File: src/hw/rtl/scqe_pkg.sv
package scqe_pkg;

    localparam int WORD_W = 16;
    localparam int FILL_W = 8;
    localparam int PADDR_W = 3;
    localparam int PDATA_W = 32;

    localparam logic [1:0] OP_ENQ   = 2'd0;
    localparam logic [1:0] OP_TICK  = 2'd1;
    localparam logic [1:0] OP_START = 2'd2;

    localparam logic [WORD_W-1:0] CMD_STOP      = 16'd0;
    localparam logic [WORD_W-1:0] CMD_DIR_POS   = 16'd1;
    localparam logic [WORD_W-1:0] CMD_DIR_NEG   = 16'd2;
    localparam logic [WORD_W-1:0] CMD_UNTIL_MIN = 16'd3;
    localparam logic [WORD_W-1:0] CMD_WHILE_MIN = 16'd4;
    localparam logic [WORD_W-1:0] CMD_STEP_ON   = 16'd5;
    localparam logic [WORD_W-1:0] CMD_STEP_OFF  = 16'd6;
    localparam logic [WORD_W-1:0] CMD_LIMIT     = 16'd7;

    localparam logic [PADDR_W-1:0] ADDR_START_INTERVAL = 3'd0;
    localparam logic [WORD_W-1:0] START_INTERVAL_RST = 16'd16000;

    typedef struct packed {
        logic              is_enq;
        logic              is_tick;
        logic              is_start;
        logic [WORD_W-1:0] word;
        logic              min_switch;
    } cmd_item_t;

    typedef struct packed {
        logic              accepted;
        logic              started;
        logic              running;
        logic              direction;
        logic              step_enabled;
        logic [WORD_W-1:0] interval;
        logic              holding;
        logic [FILL_W-1:0] fill_level;
    } result_t;

endpackage

File: src/hw/rtl/scqe_ram.sv
module scqe_ram #(
    parameter int WIDTH = 16,
    parameter int DEPTH = 256
) (
    input  logic                     clk,
    input  logic                     we,
    input  logic [$clog2(DEPTH)-1:0] waddr,
    input  logic [WIDTH-1:0]         wdata,
    input  logic [$clog2(DEPTH)-1:0] raddr,
    output logic [WIDTH-1:0]         rdata
);

    logic [WIDTH-1:0] mem [DEPTH];
    logic [WIDTH-1:0] rdata_reg;

    always_ff @(posedge clk)
    begin
        if (we)
        begin
            mem[waddr] <= wdata;
        end
        rdata_reg <= mem[raddr];
    end

    assign rdata = rdata_reg;

endmodule

File: src/hw/rtl/scqe_front.sv
module scqe_front (
    input  logic                clk,
    input  logic                rst_n,
    input  logic                in_valid,
    output logic                in_stall,
    input  logic [1:0]          operation,
    input  logic [15:0]         word,
    input  logic                min_switch,
    output logic                q_valid,
    output scqe_pkg::cmd_item_t q_item,
    input  logic                q_pop
);
    import scqe_pkg::*;

    cmd_item_t  ent_reg [2];
    logic       wptr_reg;
    logic       wptr_next;
    logic       rptr_reg;
    logic       rptr_next;
    logic [1:0] cnt_reg;
    logic [1:0] cnt_next;
    logic       push;
    cmd_item_t  dec_item;

    always_comb
    begin
        dec_item.is_enq     = 1'b0;
        dec_item.is_tick    = 1'b0;
        dec_item.is_start   = 1'b0;
        dec_item.word       = word;
        dec_item.min_switch = min_switch;
        unique case (operation)
            OP_ENQ:   dec_item.is_enq   = 1'b1;
            OP_TICK:  dec_item.is_tick  = 1'b1;
            OP_START: dec_item.is_start = 1'b1;
            default:  ;
        endcase
    end

    assign in_stall = cnt_reg[1];
    assign push     = in_valid & ~in_stall;
    assign q_valid  = (cnt_reg != 2'd0);
    assign q_item   = ent_reg[rptr_reg];

    always_comb
    begin
        wptr_next = push  ? ~wptr_reg : wptr_reg;
        rptr_next = q_pop ? ~rptr_reg : rptr_reg;
        cnt_next  = cnt_reg + {1'b0, push} - {1'b0, q_pop};
    end

    always_ff @(posedge clk)
    begin
        if (push)
        begin
            ent_reg[wptr_reg] <= dec_item;
        end
    end

    always_ff @(posedge clk or negedge rst_n)
    begin
        if (!rst_n)
        begin
            wptr_reg <= 1'b0;
            rptr_reg <= 1'b0;
            cnt_reg  <= 2'd0;
        end
        else
        begin
            wptr_reg <= wptr_next;
            rptr_reg <= rptr_next;
            cnt_reg  <= cnt_next;
        end
    end

endmodule

File: src/hw/rtl/scqe_back.sv
module scqe_back #(
    parameter int RING_DEPTH = 256
) (
    input  logic                clk,
    input  logic                rst_n,
    input  logic                q_valid,
    input  scqe_pkg::cmd_item_t q_item,
    output logic                q_pop,
    input  logic [15:0]         start_interval,
    output logic                out_valid,
    input  logic                out_stall,
    output scqe_pkg::result_t   res
);
    import scqe_pkg::*;

    localparam int AW = $clog2(RING_DEPTH);
    localparam logic [AW-1:0] LAST_IDX = AW'(RING_DEPTH - 1);
    localparam logic [AW:0] DEPTH_W = (AW + 1)'(RING_DEPTH);

    localparam logic [1:0] ST_IDLE = 2'd0;
    localparam logic [1:0] ST_READ = 2'd1;
    localparam logic [1:0] ST_EVAL = 2'd2;

    function automatic logic [AW-1:0] wrap_inc(input logic [AW-1:0] x);
        return (x == LAST_IDX) ? '0 : x + 1'b1;
    endfunction

    logic [1:0]        st_reg, st_next;
    logic [AW-1:0]     head_reg, head_next;
    logic [AW-1:0]     tail_reg, tail_next;
    logic              run_reg, run_next;
    logic              dir_reg, dir_next;
    logic              step_reg, step_next;
    logic [WORD_W-1:0] ival_reg, ival_next;
    logic              min_reg, min_next;
    logic              out_valid_reg, out_valid_next;
    result_t           res_reg;

    logic              fin;
    logic              fin_acc;
    logic              fin_start;
    logic              fin_hold;
    logic              ram_we;
    logic [WORD_W-1:0] ram_rdata;
    logic [AW-1:0]     tail_p1, tail_p2, tail_p3;
    logic              ring_full;
    logic [AW:0]       fill_w;
    logic [AW+8:0]     fill_ext;
    logic [WORD_W-1:0] w;

    scqe_ram #(
        .WIDTH (WORD_W),
        .DEPTH (RING_DEPTH)
    ) u_ring (
        .clk   (clk),
        .we    (ram_we),
        .waddr (tail_reg),
        .wdata (q_item.word),
        .raddr (head_reg),
        .rdata (ram_rdata)
    );

    assign tail_p1   = wrap_inc(tail_reg);
    assign tail_p2   = wrap_inc(tail_p1);
    assign tail_p3   = wrap_inc(tail_p2);
    assign ring_full = (head_reg == tail_p2);
    assign w         = ram_rdata;
    assign q_pop     = (st_reg == ST_IDLE) & q_valid & ~out_valid_reg;

    always_comb
    begin
        st_next   = st_reg;
        head_next = head_reg;
        tail_next = tail_reg;
        run_next  = run_reg;
        dir_next  = dir_reg;
        step_next = step_reg;
        ival_next = ival_reg;
        min_next  = min_reg;
        fin       = 1'b0;
        fin_acc   = 1'b0;
        fin_start = 1'b0;
        fin_hold  = 1'b0;
        ram_we    = 1'b0;
        unique case (st_reg)
            ST_IDLE:
            begin
                if (q_pop)
                begin
                    fin = 1'b1;
                    if (q_item.is_enq)
                    begin
                        if (!ring_full)
                        begin
                            ram_we    = 1'b1;
                            tail_next = tail_p1;
                            fin_acc   = 1'b1;
                        end
                        if (!run_reg && (ring_full || head_reg == tail_p3))
                        begin
                            run_next  = 1'b1;
                            ival_next = start_interval;
                            fin_start = 1'b1;
                        end
                    end
                    else if (q_item.is_tick)
                    begin
                        if (run_reg)
                        begin
                            fin      = 1'b0;
                            min_next = q_item.min_switch;
                            st_next  = ST_READ;
                        end
                    end
                    else if (q_item.is_start)
                    begin
                        if (!run_reg)
                        begin
                            run_next  = 1'b1;
                            ival_next = start_interval;
                            fin_start = 1'b1;
                        end
                    end
                end
            end
            ST_READ:
            begin
                if (head_reg == tail_reg)
                begin
                    run_next = 1'b0;
                    fin      = 1'b1;
                    st_next  = ST_IDLE;
                end
                else
                begin
                    st_next = ST_EVAL;
                end
            end
            ST_EVAL:
            begin
                if (w >= CMD_LIMIT)
                begin
                    head_next = wrap_inc(head_reg);
                    ival_next = w;
                    fin       = 1'b1;
                    st_next   = ST_IDLE;
                end
                else if ((w == CMD_UNTIL_MIN && !min_reg) || (w == CMD_WHILE_MIN && min_reg))
                begin
                    fin_hold = 1'b1;
                    fin      = 1'b1;
                    st_next  = ST_IDLE;
                end
                else
                begin
                    head_next = wrap_inc(head_reg);
                    st_next   = ST_READ;
                    unique case (w)
                        CMD_STOP:
                        begin
                            run_next = 1'b0;
                            fin      = 1'b1;
                            st_next  = ST_IDLE;
                        end
                        CMD_DIR_POS:  dir_next  = 1'b1;
                        CMD_DIR_NEG:  dir_next  = 1'b0;
                        CMD_STEP_ON:  step_next = 1'b1;
                        CMD_STEP_OFF: step_next = 1'b0;
                        default:      ;
                    endcase
                end
            end
            default:
            begin
                st_next = ST_IDLE;
            end
        endcase
    end

    always_comb
    begin
        fill_w = {1'b0, tail_next} - {1'b0, head_next}
               + ((tail_next < head_next) ? DEPTH_W : '0);
        fill_ext = {8'b0, fill_w};
        out_valid_next = fin | (out_valid_reg & out_stall);
    end

    always_ff @(posedge clk)
    begin
        if (fin)
        begin
            res_reg.accepted     <= fin_acc;
            res_reg.started      <= fin_start;
            res_reg.running      <= run_next;
            res_reg.direction    <= dir_next;
            res_reg.step_enabled <= step_next;
            res_reg.interval     <= ival_next;
            res_reg.holding      <= fin_hold;
            res_reg.fill_level   <= fill_ext[FILL_W-1:0];
        end
        min_reg <= min_next;
    end

    always_ff @(posedge clk or negedge rst_n)
    begin
        if (!rst_n)
        begin
            st_reg        <= ST_IDLE;
            head_reg      <= '0;
            tail_reg      <= '0;
            run_reg       <= 1'b0;
            dir_reg       <= 1'b0;
            step_reg      <= 1'b0;
            ival_reg      <= '0;
            out_valid_reg <= 1'b0;
        end
        else
        begin
            st_reg        <= st_next;
            head_reg      <= head_next;
            tail_reg      <= tail_next;
            run_reg       <= run_next;
            dir_reg       <= dir_next;
            step_reg      <= step_next;
            ival_reg      <= ival_next;
            out_valid_reg <= out_valid_next;
        end
    end

    assign out_valid = out_valid_reg;
    assign res       = res_reg;

    a_busy_out_free: assert property (@(posedge clk) disable iff (!rst_n)
        (st_reg != ST_IDLE) |-> !out_valid_reg)
        else $error("sequencer busy while result pending");

    a_hold_running: assert property (@(posedge clk) disable iff (!rst_n)
        (out_valid_reg && res_reg.holding) |-> res_reg.running)
        else $error("holding result with engine halted");

    a_fill_cap: assert property (@(posedge clk) disable iff (!rst_n)
        fill_w <= DEPTH_W - 2'd2)
        else $error("ring fill beyond capacity");

    a_tick_running: assert property (@(posedge clk) disable iff (!rst_n)
        (st_reg == ST_READ) |-> run_reg)
        else $error("tick sequence with engine halted");

endmodule

File: src/hw/rtl/stepper_command_queue_engine.sv
// Stepper-axis command engine.
// Input channel (in_valid/in_stall): operation 0 enqueues word into the
// command ring, 1 is a timer-expiry tick, 2 requests a start. Every input
// transfer yields exactly one result transfer on out_valid/out_stall with
// accepted, started, running, direction, step_enabled, interval, holding and
// fill_level as they stand after the item.
// APB register 0 (byte address 0) holds start_interval, loaded on start.
// An enqueue, start or idle tick passes through a queue entry and then the
// sequencer's result register; a running tick also steps through ST_READ
// and ST_EVAL for each ring word it reads, and ST_READ once more when it
// finds the ring empty, as each word goes through the ring RAM's registered
// read port. The sequencer takes the next item only once its result is gone.
// A two-entry queue sits in front of the sequencer, so up to two items are
// taken while a result waits. When out_stall is high the result holds and
// the sequencer waits; in_stall rises once the queue is full.
// Reset empties the ring, halts the engine, clears direction, step enable
// and interval, and sets start_interval to 16000. Ring contents are not
// cleared; only words between head and tail are ever read.
module stepper_command_queue_engine #(
    parameter int RING_DEPTH = 256
) (
    input  logic        clk,
    input  logic        rst_n,
    input  logic        psel,
    input  logic        penable,
    input  logic        pwrite,
    input  logic [2:0]  paddr,
    input  logic [31:0] pwdata,
    output logic [31:0] prdata,
    output logic        pready,
    input  logic        in_valid,
    output logic        in_stall,
    input  logic [1:0]  operation,
    input  logic [15:0] word,
    input  logic        min_switch,
    output logic        out_valid,
    input  logic        out_stall,
    output logic        accepted,
    output logic        started,
    output logic        running,
    output logic        direction,
    output logic        step_enabled,
    output logic [15:0] interval,
    output logic        holding,
    output logic [7:0]  fill_level
);
    import scqe_pkg::*;

    logic [WORD_W-1:0] start_ival_reg;
    logic [WORD_W-1:0] start_ival_next;
    logic              cfg_wr;
    logic              q_valid;
    logic              q_pop;
    cmd_item_t         q_item;
    result_t           res;

    assign pready = 1'b1;
    assign cfg_wr = psel & penable & pwrite & (paddr == ADDR_START_INTERVAL);
    assign start_ival_next = cfg_wr ? pwdata[WORD_W-1:0] : start_ival_reg;
    assign prdata = (paddr == ADDR_START_INTERVAL) ? {16'b0, start_ival_reg} : '0;

    always_ff @(posedge clk or negedge rst_n)
    begin
        if (!rst_n)
        begin
            start_ival_reg <= START_INTERVAL_RST;
        end
        else
        begin
            start_ival_reg <= start_ival_next;
        end
    end

    scqe_front u_front (
        .clk        (clk),
        .rst_n      (rst_n),
        .in_valid   (in_valid),
        .in_stall   (in_stall),
        .operation  (operation),
        .word       (word),
        .min_switch (min_switch),
        .q_valid    (q_valid),
        .q_item     (q_item),
        .q_pop      (q_pop)
    );

    scqe_back #(
        .RING_DEPTH (RING_DEPTH)
    ) u_back (
        .clk            (clk),
        .rst_n          (rst_n),
        .q_valid        (q_valid),
        .q_item         (q_item),
        .q_pop          (q_pop),
        .start_interval (start_ival_reg),
        .out_valid      (out_valid),
        .out_stall      (out_stall),
        .res            (res)
    );

    assign accepted     = res.accepted;
    assign started      = res.started;
    assign running      = res.running;
    assign direction    = res.direction;
    assign step_enabled = res.step_enabled;
    assign interval     = res.interval;
    assign holding      = res.holding;
    assign fill_level   = res.fill_level;

endmodule
File: config.mk
export PLATFORM = sky130hd
export DESIGN_NAME = stepper_command_queue_engine
export DESIGN_NICKNAME = d
export VERILOG_FILES = /design/src/hw/rtl/scqe_pkg.sv /design/src/hw/rtl/scqe_ram.sv /design/src/hw/rtl/scqe_front.sv /design/src/hw/rtl/scqe_back.sv /design/src/hw/rtl/stepper_command_queue_engine.sv
export SDC_FILE = /design/constraint.sdc
export NUM_CORES = 2
export LEC_CHECK = 0
export BUFFER_PORTS_ARGS = -buffer_cell sky130_fd_sc_hd__buf_2
export CORE_MARGIN = 2
export CORE_UTILIZATION = 59
export CTS_BUF_LIST = sky130_fd_sc_hd__clkbuf_8
export DETAILED_ROUTE_END_ITERATION = 6
export PLACE_DENSITY = 0.78
export SLEW_MARGIN = 20
export SYNTH_ARGS = -nofsm -noshare
export SYNTH_HDL_FRONTEND = slang
export SYNTH_HIERARCHICAL = 1
export SYNTH_MEMORY_MAX_BITS = 65536
export SYNTH_SLANG_ARGS = --single-unit
File: constraint.sdc
create_clock -name clk -period 5.79 [get_ports clk]
set_input_delay 1.158 -clock clk [delete_from_list [all_inputs] [get_ports clk]]
set_output_delay 1.158 -clock clk [all_outputs]
set_load 0.05 [all_outputs]
* Word level (Yosys, flattened, before mapping)
Memory sizes are Yosys's and may differ from the RTL's. A register that Yosys moved wholly into a read port is not among the register bits.
Cells that the tools add are included.
Widths: inputs -> output; s select.
** Storage, ports and cells
- Output and inout bits :: 65
- Input bits :: 61
- Flip-flop bits (word level) :: 89
- Memory bits (writable) :: 4136
- Logic and storage cells :: 155
- Memories kept :: 2
** Memories
- u_back.u_ring.mem :: depth 256, width 16, rd ports 1, clocked after memory_dff 1, write ports 1, RTL line scqe_ram.sv:13 : logic [WIDTH-1:0] mem [DEPTH];
- u_front.ent_reg :: depth 2, width 20, rd ports 1, clocked after memory_dff 0, write ports 1, RTL line scqe_front.sv:15 : cmd_item_t ent_reg [2];
** Operators by class
- $add $sub $neg :: 8
- Multiplexer cells :: 72
- Magnitude comparators :: 1
- Eq/ne operators :: 21
- Reduce and logical (&&, ||, !) cells :: 16
- Bitwise operators :: 14
** Operator list (count)
- $mux 16 :: 8
- $mux 8 :: 11
- $eq 16x3->1 const B :: 3
- $mux 1 :: 40
- $add 8x1->8 const B :: 4
- $eq 16x2->1 const B :: 2
- $eq 8x8->1 const B :: 4
- $pmux 16 s2 :: 1
- $eq 8x8->1 :: 3
- $eq 16x1->1 const B :: 1
- $ge 16x3->1 const B :: 1
- $logic_not 16->1 :: 1
- $mux 2 :: 7
- $add 8x8->8 const B :: 1
- $sub 8x8->8 :: 1
- $and 1x1->1 :: 7
- $not 1->1 :: 6
- $pmux 1 s3 :: 2
- $pmux 2 s3 :: 1
- $reduce_and 5->1 :: 1
- $eq 2x1->1 const B :: 2
- $eq 2x2->1 const B :: 2
- $logic_not 2->1 :: 2
- $ne 2x1->1 const B :: 2
- other kinds (13) :: 19

* Longest topological paths before layout
- Depth after elaboration :: 13
- Depth in mapped cells :: 24

* By module
Netlist, hierarchy kept.
** By module, submodules not included
- scqe_ram :: instances 1, cells each 7360, area each 158714.7 sq um
- scqe_back :: instances 1, cells each 468, area each 4590.7 sq um
- scqe_front :: instances 1, cells each 82, area each 1732.9 sq um
- stepper_command_queue_engine :: instances 1, cells each 72, area each 874.6 sq um

* Worst setup path before layout
No wires, ideal clock.
- Kind :: register to register
- Start :: register u_back.tail_reg[1]
- End :: memory u_back.u_ring.mem[234][0], enable pin
- Setup time :: 388 ps
- Stages on the path, launching flop included :: 17
- Slack :: 1119 ps
- Data arrival time :: 4282 ps
- Buffers on the path :: 4
- Cell sequence :: dfrtp_1 > ha_1 > nand3_1 > nor2_1 > nor2_1 > inv_1 > ha_1 > xor2_1 > and3_1 > a21bo_2 > o311a_1 > clkbuf_1 > clkbuf_1 > clkbuf_1 > nand3_1 > clkbuf_1 > nor2_1
** Between the ends
- Longest elaborated chain between the ends :: 11
** Ends and longest elaborated chain
- start, declared :: RTL line scqe_back.sv:30 : logic [AW-1:0] tail_reg, tail_next;
- start signal, assigned :: RTL line scqe_back.sv:221 : tail_reg <= tail_next;
- $add 8x1->8 / $eq 8x8->1 (equally long branches) :: RTL line scqe_back.sv:25 : return (x == LAST_IDX) ? '0 : x + 1'b1;
- $mux 8 :: RTL line scqe_back.sv:25
- $add 8x1->8 / $eq 8x8->1 (equally long branches) :: RTL line scqe_back.sv:25
- $mux 8 :: RTL line scqe_back.sv:25
- $eq 8x8->1 :: RTL line scqe_back.sv:66 : assign ring_full = (head_reg == tail_p2);
- $mux 1 :: RTL line scqe_back.sv:93 : if (!ring_full)
- $mux 1 :: RTL line scqe_back.sv:91 : if (q_item.is_enq)
- $mux 1 :: RTL line scqe_back.sv:88 : if (q_pop)
- $mux 1 :: RTL line scqe_back.sv:85 : unique case (st_reg)
- $mux 1 :: RTL line scqe_ram.sv:18 : if (we)
- $mux 1 (not written as such) :: RTL line scqe_ram.sv:20 : mem[waddr] <= wdata;
- end, declared :: RTL line scqe_ram.sv:13
Several ways; a longest one is shown, not always the timed one.

* Worst setup path in the final report
- Start :: register u_back.tail_reg[0]
- End :: memory u_back.u_ring.mem[211][0], enable pin
The elaborated chain is that of the path after synthesis.

==> results.json <==
{
  "hold-worst-slack_ns": 0.223,
  "insertion_delay_ns": 1.12,
  "most_heavily_used_metal_layer_in_global_routing": "met2",
  "post_synth_inst_count": 7982,
  "post_cts_resize_count": 0,
  "core_area_um2": 280000,
  "grt_max_degree": 193,
  "cp_max_fanout": 22,
  "synth.ff_latch_count": 4241,
  "peakVddDrop_uv": 506,
  "final_max_slew_viol_count": 0,
  "place_congestion": 0.909,
  "max_cap_viols": 0,
  "leakage_nw": 59.1,
  "grt_util_met2": 0.434,
  "drt-initial-drc-count": 12300,
  "yosys_warnings": 6,
  "status": "complete, no violations",
  "sequential_cell_area_um2": 127000,
  "cts_tree": "built",
  "design.die.area_um2": 285000,
  "syn2layout_area_growth_pct": 10.9,
  "yosysMostFrequentCell": "edfxtp_1",
  "groute.usage.overall": 0.286,
  "worst-slew-pin-transition_ns": 1.32,
  "numCtsBuffers": 642,
  "cts_buffer_depth": 4,
  "dieHeight_um": 534,
  "design.final.nets": 8783,
  "initial_core_util": 0.593,
  "cts_post_setup_buffers_inserted": 0,
  "post_synth.cell_area_avg_um2": 20.8,
  "required_ns": 6.59,
  "synth_cell_types": 92,
  "layout.filler_cells": 17300,
  "postRouteWirelength_mm": 411,
  "timing_hold_violations_final": 0,
  "dominantRegCellSynth": "edfxtp_1",
  "worst_clock_skew_ns": 0.0977,
  "die_w_um": 534,
  "area_of_the_multi_input_gates_um2": 36300,
  "routed-via-count": 86700,
  "hold_buffers": 0,
  "timing.critical_path.to_type": "flop",
  "tritoncts_num_sinks": 4241,
  "synthDominantAreaCellType": "edfxtp_1",
  "top_level_ports": 126,
  "post_synthesis_cell_area_um2": 166000,
  "max-slew-margin-rel": 0.111,
  "synth_top_cell_area_share": 0.754,
  "power_density_nw_per_um2": 459,
  "timing.hold.worst.class": "input port to asynchronous set/reset pin",
  "synth_edf_count": 4167,
  "grt_pass1_wl_mm": 591,
  "period_minus_slack_ns": 5.49,
  "largest_register_ff_count": 4096,
  "antenna_violations_before_repair": 14,
  "dpl.cell_count": 11800,
  "globalRouteMet1Util": 0.397,
  "grt_pass1_vias": 85600,
  "ys_top_cells_by_count": "edfxtp_1 (4167), mux4_2 (797), mux2i_1 (566)",
  "layout-drive-gt1-share": 0.256,
  "post_drt_via_cell_ratio": 6.71,
  "htree_num_levels": 6,
  "top_cells_by_area_in_the_synthesized_netlist": "edfxtp_1 (75%), mux4_2 (11%), mux2i_1 (3.4%), o221ai_1 (1.3%), dfrtp_1 (0.78%)",
  "setup-violations-final": 0,
  "ys_seq_area_frac": 0.765,
  "critPathLaunchType": "flop",
  "cts.reportedPaths.clkPinSlew_ns": 0.06,
  "unrepaired_setup_endpoints_after_global_routing": "false",
  "io_buffer_count": 92,
  "cp.arrival_ns": 6.29,
  "dp.final_hpwl_mm": 244,
  "setup_total_negative_slack_ns": 0,
  "std_cell_rows": 194,
  "asyncSetResetFlopFracSynth": 0.0137,
  "grt-ovfl-total": 0,
  "ant_nets": 0,
  "timing.final.crit_share": 0.948,
  "drc_errors": 0,
  "finish.cell_count_without_fillers": 12900,
  "wl_per_cell_um": 31.8,
  "grt.met3_usage": 0.0809,
  "crit_type": "flop to flop",
  "dr.pass1.iters": 7,
  "clock_tree.root_cell": "clkbuf_8",
  "max_freq_mhz": 182
}
report_power, final:
group / switching, mW / internal, mW
Sequential: 0.611 / 37.9
Clock: 11.2 / 11.0
Combinational: 15.1 / 8.78
worst max-delay path: stages (launching register included):
cell and delay, ns:
dfrtp_1 0.35, buf_4 0.28, inv_1 0.13, ha_1 0.35
nor2_1 0.17, a211oi_1 0.11, nor3_1 0.48, or3_1 0.18
o22ai_1 0.08, a22oi_1 0.30, o311a_1 0.25, buf_4 0.32
nand4_1 0.83, nor2_1 1.02, buf_4 0.32
cell families after synthesis:
kind of cell | share of synthesized area
DFF | 0.765
muxes | 0.151
AOI/OAI and AO/OA | 0.0406
and+or+nand+nor | 0.0211
buffers and inverters | 0.0186
xor gates and xnor gates | 0.00236
adders and majority gates | 0.00103
other | 0.0000453
path summary, 6_finish.rpt:
path	start	end	slack, ns	cells after the start
min in group clk	word[13]	u_front/ent_reg[1][14]	0.25	1
max in group asynchronous	rst_n	u_back/head_reg[4]	4.95	2
worst max-delay path	u_back/tail_reg[0]	u_back/u_ring/mem[211][0]	0.30	14
worst max register to register	u_back/tail_reg[0]	u_back/u_ring/mem[211][0]	0.30	14
worst min register to register	u_front/cnt_reg[0]	u_front/cnt_reg[0]	0.51	1
worst min-delay path	rst_n	u_front/cnt_reg[0]	0.22	2
routing by layer:
layer | vias to the layer above | wire length [µm]
li1 | 35000 | -
met1 | 44500 | 148000
met2 | 6195 | 191000
met3 | 897 | 54400
met4 | 6 | 17800
met5 | - | 45
cells in the final DEF, fill, tap and decap left out, drive strengths merged, types with 52 or more instances in the layout:
cell type  synthesis  layout
mux4             797     797
nor2             345     345
buf              253     571
mux2             126     126
a211oi            55      55
dfrtp             52      52
mux2i            566     566
clkinv             0     180
o21ai             59      59
nand2             69      69
nor3             100     100
a21oi            190     190
o22ai            165     165
edfxtp          4167    4167
o221ai           255     255
clkbuf           250     658
inv               25     267
per-stage QoR:
step | setup WS [ns] | util | instance area [µm²] | power (mW)
final | 0.304 | 0.658 | 184000 | 84.5
after global routing | 0.152 | 0.658 | 184000 | 87.3
after CTS | 0.479 | 0.658 | 184000 | 84.6
after detailed placement | 0.504 | 0.617 | 173000 | 62.7
after global placement | 0.593 | 0.617 | 173000 | 62.0
after floorplan | 1.12 | - | 166000 | 55.3
cell type report:
class	count	area share
Sequential cell	4241	0.690
Multi-Input combinational cell	3228	0.197
Clock buffer	658	0.0492
Tap cell	3724	0.0253
Timing Repair Buffer	571	0.0251
Clock inverter	449	0.0123
Inverter	25	0.000578
Antenna cell	12	0.000163
Note: power is estimated with default switching activity, not from simulation.
